`config.mk`:
```
export PLATFORM = sky130hd
export DESIGN_NAME = pre_front
export DESIGN_NICKNAME = d
export VERILOG_FILES = /design/src/rtl/core/pre_pkg.sv /design/src/rtl/core/pre_front.sv
export SDC_FILE = /design/constraint.sdc
export NUM_CORES = 1
export LEC_CHECK = 0
export ABC_AREA = 1
export BUFFER_PORTS_ARGS = -buffer_cell sky130_fd_sc_hd__clkbuf_2
export CELL_PAD_IN_SITES_DETAIL_PLACEMENT = 1
export CELL_PAD_IN_SITES_GLOBAL_PLACEMENT = 1
export CORE_MARGIN = 2
export CORE_UTILIZATION = 45
export CTS_CLUSTER_DIAMETER = 100
export DETAILED_ROUTE_END_ITERATION = 7
export GPL_TIMING_DRIVEN = 0
export PLACE_DENSITY_LB_ADDON = 0.2
export SLEW_MARGIN = 15
export SYNTH_ARGS = -nofsm -noshare
export SYNTH_HDL_FRONTEND = slang
export SYNTH_SLANG_ARGS = --single-unit
```
`constraint.sdc`:
```
create_clock -name clk -period 20.7 [get_ports clk]
set_input_delay 1.035 -clock clk [delete_from_list [all_inputs] [get_ports clk]]
set_output_delay 1.035 -clock clk [all_outputs]
set_load 0.05 [all_outputs]
```
`src/rtl/core/pre_pkg.sv`:
```
`default_nettype none
package pre_pkg;
  localparam int VALUE_BITS = 32;
  localparam int FRAC_BITS = 16;
  localparam int PROD_BITS = 2 * VALUE_BITS;
  localparam int ACC_BITS = PROD_BITS + 4;
  localparam int NUM_BITS = VALUE_BITS + FRAC_BITS;
  localparam int RAD_BITS = 2 * VALUE_BITS + 4;
  localparam int ROOT_BITS = RAD_BITS / 2;
  localparam int ERR_BITS = 32;
  localparam int SUM_BITS = 48;
  localparam int STORE_DEPTH = 21;
  localparam int E_BASE = 9;
  localparam int K_COUNT = 9;
  localparam int E_COUNT = 12;

  typedef enum logic [1:0] {
    CMD_K_WRITE = 2'd0,
    CMD_E_WRITE = 2'd1,
    CMD_POINT   = 2'd2,
    CMD_NONE    = 2'd3
  } cmd_t;

  // one point request handed from front to back
  typedef struct packed {
    logic signed [VALUE_BITS-1:0] px;
    logic signed [VALUE_BITS-1:0] py;
    logic signed [VALUE_BITS-1:0] pz;
    logic signed [VALUE_BITS-1:0] pu;
    logic signed [VALUE_BITS-1:0] pv;
    logic                         restart;
  } point_req_t;

  // round half up dropping FRAC_BITS and saturate to signed VALUE_BITS
  function automatic logic signed [VALUE_BITS-1:0] round_sat(
    input logic signed [ACC_BITS-1:0] a
  );
    logic signed [ACC_BITS-1:0] s;
    logic signed [ACC_BITS-1:0] mx;
    logic signed [ACC_BITS-1:0] mn;
    s = (a + (ACC_BITS'(1) <<< (FRAC_BITS - 1))) >>> FRAC_BITS;
    mx = (ACC_BITS'(1) <<< (VALUE_BITS - 1)) - ACC_BITS'(1);
    mn = -(ACC_BITS'(1) <<< (VALUE_BITS - 1));
    if (s > mx) return mx[VALUE_BITS-1:0];
    else if (s < mn) return mn[VALUE_BITS-1:0];
    else return s[VALUE_BITS-1:0];
  endfunction
endpackage
`default_nettype wire

```
`src/rtl/core/pre_front.sv`:
```
`default_nettype none
module pre_front import pre_pkg::*; (
  input  wire logic                   clk,
  input  wire logic                   rst_n,
  input  wire logic                   in_valid,
  output logic                        in_ready,
  input  wire logic [1:0]             in_cmd,
  input  wire logic [3:0]             in_entry_index,
  input  wire logic [VALUE_BITS-1:0]  in_entry_value,
  input  wire logic [VALUE_BITS-1:0]  in_point_x,
  input  wire logic [VALUE_BITS-1:0]  in_point_y,
  input  wire logic [VALUE_BITS-1:0]  in_point_z,
  input  wire logic [VALUE_BITS-1:0]  in_pixel_u,
  input  wire logic [VALUE_BITS-1:0]  in_pixel_v,
  input  wire logic                   in_restart_sum,
  input  wire logic                   back_busy,
  output logic                        wr_en,
  output logic [4:0]                  wr_addr,
  output logic [VALUE_BITS-1:0]       wr_data,
  output logic                        q_valid,
  input  wire logic                   q_ready,
  output point_req_t                  q_data
);
  // two-entry request queue
  point_req_t q_mem_r [2];
  logic       q_wp_r, q_rp_r;
  logic [1:0] q_cnt_r;
  cmd_t       cmd;
  logic       acc, push, pop, ld_ok;

  assign cmd = cmd_t'(in_cmd);
  // loads wait until queued and running points are done
  assign ld_ok = (q_cnt_r == 2'd0) && !back_busy;
  always_comb begin
    unique case (cmd)
      CMD_K_WRITE, CMD_E_WRITE: in_ready = ld_ok;
      CMD_POINT:                in_ready = (q_cnt_r != 2'd2);
      default:                  in_ready = 1'b1;
    endcase
  end
  assign acc = in_valid && in_ready;
  assign push = acc && (cmd == CMD_POINT);
  assign pop = q_valid && q_ready;
  assign q_valid = (q_cnt_r != 2'd0);
  assign q_data = q_mem_r[q_rp_r];

  // store write decode
  always_comb begin
    wr_en = 1'b0;
    wr_addr = 5'(in_entry_index);
    wr_data = in_entry_value;
    if (acc && cmd == CMD_K_WRITE && in_entry_index < 4'(K_COUNT)) begin
      wr_en = 1'b1;
    end else if (acc && cmd == CMD_E_WRITE && in_entry_index < 4'(E_COUNT)) begin
      wr_en = 1'b1;
      wr_addr = 5'(in_entry_index) + 5'(E_BASE);
    end
  end

  always_ff @(posedge clk) begin
    if (!rst_n) begin
      q_wp_r <= 1'b0;
      q_rp_r <= 1'b0;
      q_cnt_r <= 2'd0;
    end else begin
      if (push) q_wp_r <= !q_wp_r;
      if (pop) q_rp_r <= !q_rp_r;
      q_cnt_r <= q_cnt_r + 2'(push) - 2'(pop);
    end
  end

  always_ff @(posedge clk) begin
    if (push) begin
      q_mem_r[q_wp_r] <= '{px: in_point_x, py: in_point_y, pz: in_point_z,
                          pu: in_pixel_u, pv: in_pixel_v, restart: in_restart_sum};
    end
  end
endmodule
`default_nettype wire

```
# Word-level counts from Yosys, hierarchy flattened
# Memories as Yosys holds them, arrays and structs flattened. A register that Yosys moved wholly into a read port is not among the register bits.
# Index checks and enable logic that the tools add are counted.
# W data, S select, Z words.
totals:
  elab_cells: 36
  regBits: 4
  memories: 1
  ram_bits: 322
  out_inout_bits: 201
  in_bits: 204
op_classes:
  magnitude_cmp: 2
  reduce_logical: 15
  mux: 9
  eq_ne: 3
  addsub: 3
memory_table:
  columns: ["name", "depth", "word_bits", "read_ports", "rd_clocked_by_memory_dff", "write_ports", "line_no", "text"]
  rows:
  - ["q_mem_r", 2, 161, 1, 1, 1, "pre_front.sv:25", "point_req_t q_mem_r [2];"]
ops:
  columns: ["operator", "count"]
  rows:
  - ["$mux W5", 2]
  - ["$logic_and A1 B1 Y1", 8]
  - ["$lt A4 B4 Y1 const B", 2]
  - ["$mux W1", 6]
  - ["$add A4 B4 Y5 const B", 1]
  - ["$logic_not A2 Y1", 2]
  - ["$logic_not A1 Y1", 3]
  - ["$add A2 B1 Y2", 1]
  - ["$eq A2 B1 Y1 const B", 1]
  - ["$eq A2 B2 Y1 const B", 1]
  - ["$ne A2 B2 Y1 const B", 1]
  - ["$pmux W1 S2", 1]
  - ["$reduce_bool A2 Y1", 1]
  - ["$reduce_or A2 Y1", 1]
  - ["$sub A2 B1 Y2", 1]

# Longest topological paths before layout
depth:
  depth_word: 8
  ltp_mapped: 10

# Least setup slack after synthesis
# OpenSTA, ideal clock, no wires.
synth_path:
  path_kind: "input -> register"
  start: "input port in_cmd[1]"
  end: "memory q_mem_r[1][0] (netlist bit), enable pin"
  cell_stages: 4
  path_slack_ns: 11.917
  arrival_ns: 8.097
  setup_ns: 0.686
  t_required_ns: 20.014
  path_cell_list: "inv_1 nor2_1 nand4_1 nor2_1"
synth_between:
  elab_chain_len: 7
  elab_cells_between_ends: 9
  classes_between: "eq/ne: 2; mux: 3; reduce/logical: 4"
synth_lines:
  columns: ["element", "line_no", "text"]
  rows:
  - ["start: declaration", "pre_front.sv:7", "input wire logic [1:0] in_cmd,"]
  - ["$eq A2 B1 Y1 / $logic_not A2 Y1 (equally long branches)", "pre_front.sv:35", "unique case (cmd)"]
  - ["$reduce_or A2 Y1", "pre_front.sv:35", null]
  - ["$pmux W1 S2", "pre_front.sv:35", null]
  - ["$logic_and A1 B1 Y1", "pre_front.sv:41", "assign acc = in_valid && in_ready;"]
  - ["$logic_and A1 B1 Y1 (*)", "pre_front.sv:42", "assign push = acc && (cmd == CMD_POINT);"]
  - ["$mux W1 (*)", "pre_front.sv:73", "if (push) begin"]
  - ["$mux W1 (not written as such) (*)", "pre_front.sv:74", "q_mem_r[q_wp_r] <= '{px: in_point_x, py: in_point_y, pz: in_point_z,"]
  - ["end: declaration", "pre_front.sv:25", null]
# Mark *: on every way between the ends. The rest lies on a longest branch, timed or not.

# Worst setup path after layout
layout_path:
  start: "input port in_entry_index[3]"
  end: "output port wr_addr[4]"
layout_between:
  elab_chain_len: 4
  elab_cells_between_ends: 7
  classes_between: "add/sub: 1; order compare: 2; mux: 2; reduce/logical: 2"
layout_lines:
  columns: ["element", "line_no", "text"]
  rows:
  - ["start: declaration", "pre_front.sv:8", "input wire logic [3:0] in_entry_index,"]
  - ["$lt A4 B4 Y1", "pre_front.sv:54", "end else if (acc && cmd == CMD_E_WRITE && in_entry_index < 4'(E_COUNT)) begin"]
  - ["$logic_and A1 B1 Y1", "pre_front.sv:54", null]
  - ["$mux W5", "pre_front.sv:54", null]
  - ["$mux W5 (*)", "pre_front.sv:52", "if (acc && cmd == CMD_K_WRITE && in_entry_index < 4'(K_COUNT)) begin"]
  - ["end: declaration", "pre_front.sv:18", "output logic [4:0] wr_addr,"]
# Marked as above.

==> impl_metrics.tcl <==
set metrics [dict create \
    outcome "finished, final reports clean" \
    crit_path_end "wr_addr[4]" \
    holdBufCountCts 0 \
    clock-sinks 327 \
    crit_arrival_ns 2.23 \
    rows 60 \
    worstSkewPairLatency_ns 0.50 \
    io_buffers 372 \
    die_x_um 170 \
    post_cts_buffers 0 \
    crit-reg2reg-capture "q_mem_r[1][115]" \
    fill_cells 2569 \
    grt_max_degree 28 \
    finalSetupViolCount 0 \
    synth-seq-cells 327 \
    regArea_um2 9770 \
    grt.total_usage_pct 18.9 \
    synthToLayoutAreaGrowth_pct 30.3 \
    hp-class "reg2reg" \
    total_power_uw 1900 \
    reg2reg_from "q_cnt_r[1]" \
    clock_skew_ns 0.00939 \
    final_cell_mix "clkbuf_2, edfxtp_1, mux2_2, clkbuf_16, buf_4" \
    wire_per_inst_um 20.0 \
    diodes 0 \
    clock-root-buffer "clkbuf_16" \
    final_common_cell "clkbuf_2" \
    max_freq_mhz 307 \
    drive_gt1_share_pct 61.9 \
    cp-start-kind "primary input" \
    hold_viol 0 \
    dieArea_um2 28900 \
    fin_crit_sh_pct 15.8 \
    p_leak_uw 0.00631 \
    final_net_count 1234 \
    clk_pin_slew_ns 0.06 \
    relSlewSlack_pct 53.6 \
    dp_hpwl_um 20500 \
    finalSetupTns_ns 0 \
    avgSynthCellArea_um2 20.6 \
    power_density_nw_per_um2 118 \
    critPathKind "in2out" \
    drt_pre_antenna_iters 4 \
    yosysWarnings 0 \
    cts-resized-gates 0 \
    worstSetupStartpoint "in_entry_index[3]" \
    crit_fanout 5 \
    ys_types 23 \
    slew_viol_final 0 \
    syn_inst 603 \
    rsz0062_at_grt "false" \
    hold_ws_ns 0.480 \
    syn_area_um2 12400 \
    die_height_um 170 \
    end_kind "output port" \
    core_um2 27000 \
    totalWireLength_um 27800 \
    global_route.overflow_total 0 \
    viasPerCell 4.91 \
    finalWeightedCongestion 0.724 \
    io_pins 405 \
    clockBufferDepth 3 \
    worstPathRequired_ns 19.67 \
    grt_pass1_wl_um 41200 \
    drc 0 \
    syn_nets 811 \
    tightest_slew_ns 0.694 \
    vias 6838 \
    drv_cap 0 \
    peakVddDrop_uv 88.8 \
    ctsHtreeMaxLevel 2 \
    r2r_slack_ns 17.90 \
    grt_pass1_vias 7484 \
    ys_seq_area_share_pct 78.8 \
    min_period_ns 3.26 \
    cts_made_buffers 35 \
    ff2ff_path_depth 9 \
    cts_tree "built" \
    multi_input_area_um2 2190 \
    postRouteAntennaNets 0 \
    start_util_pct 45.9 \
    grt_antenna_before_repair 2 \
    drt_iter0_drc 224 \
]
[flip-flops by register name, summed over array words and instances (netlist names), named ones only]
register and count:
q_cnt_r 2, q_mem_r 322, q_rp_r 1, q_wp_r 1
[report_power, final]
| part | total, uW | switching (uW) | internal, uW |
|---|---|---|---|
| clock network | 599 | 237 | 362 |
| logic | 544 | 380 | 164 |
| registers | 761 | 6.73 | 754 |
[per-stage QoR]
stage               area (um2)  instances  util (%)  setup WS [ns]
floorplan                12400        603         -          11.92
global placement         14700       1316      54.4           7.50
detailed placement       15000       1330      55.7          17.19
CTS                      16200       1392      59.8          17.43
global route             16200       1392      59.8          17.29
finish                   16200       1392      59.8          17.44
[worst max-delay path, cell delays in order]
cell and delay, ns:
clkbuf_2 0.13, nand2_1 0.08, nand2_1 0.07, nor2_1 0.38, nand3_4 0.15, nor2_1 0.11, clkbuf_2 0.28
[routing by layer]
metal / vias up / global-route usage, % / wire length, um
met3: 59 / 7.91 / 3170
met5: - / 0 / 15
li1: 3169 / - / -
met1: 3313 / 19.9 / 9550
met2: 295 / 34.0 / 14300
met4: 2 / 6.76 / 829
[kinds of logic (layout without fill, tap and decap cells)]
logic type	count (synthesis)	in the layout	share of synthesized area, %
mux	161	161	15.2
compound gates	6	6	0.242
flops	327	327	78.8
xor+xnor	2	2	0.141
simple gates	39	39	1.55
fa+ha+maj	4	4	0.404
buf+inv	64	512	3.65
[worst min-delay path by stage]
stage,start,end,slack [ns],depth (start not counted)
4_1_cts,q_rp_r,flip-flop,0.48,1
3_3_place_gp,q_rp_r,q_rp_r,0.44,1
2_1_floorplan,q_rp_r,flip-flop,0.43,1
6_report,q_rp_r,flip-flop,0.48,1
3_5_place_dp,q_rp_r,flip-flop,0.47,1
5_1_grt,q_rp_r,flip-flop,0.51,1
[synth_stat cells]
| library cell | n | area [um2] |
|---|---|---|
| nor3_2 | 1 | 10.0 |
| mux2_1 | 2 | 22.5 |
| inv_1 | 13 | 48.8 |
| and2_4 | 1 | 8.76 |
| nor3_1 | 1 | 5.00 |
| edfxtp_1 | 322 | 9670 |
| dfxtp_1 | 5 | 100 |
| a21oi_1 | 4 | 20.0 |
| nor2_1 | 7 | 26.3 |
| nand3_4 | 1 | 17.5 |
| nor2_2 | 1 | 6.26 |
| xnor2_1 | 1 | 8.76 |
| nand4_1 | 6 | 37.5 |
| buf_6 | 11 | 124 |
| xor2_1 | 1 | 8.76 |
| ha_1 | 4 | 50.1 |
| buf_4 | 32 | 240 |
| buf_2 | 8 | 40.0 |
| o21ai_0 | 2 | 10.0 |
| mux2_2 | 139 | 1570 |
| nand2_1 | 19 | 71.3 |
| nand3_1 | 2 | 10.0 |
| mux2_4 | 20 | 300 |
[cell type report]
type,count,area share [%]
buffer,51,2.50
clock buffer,43,5.87
clock inverter,19,1.03
inverter,13,0.302
multi-input combinational,212,13.6
sequential,327,60.5
tap,341,2.64
timing repair buffer,386,13.6
Power figures use the tool's default switching activity.
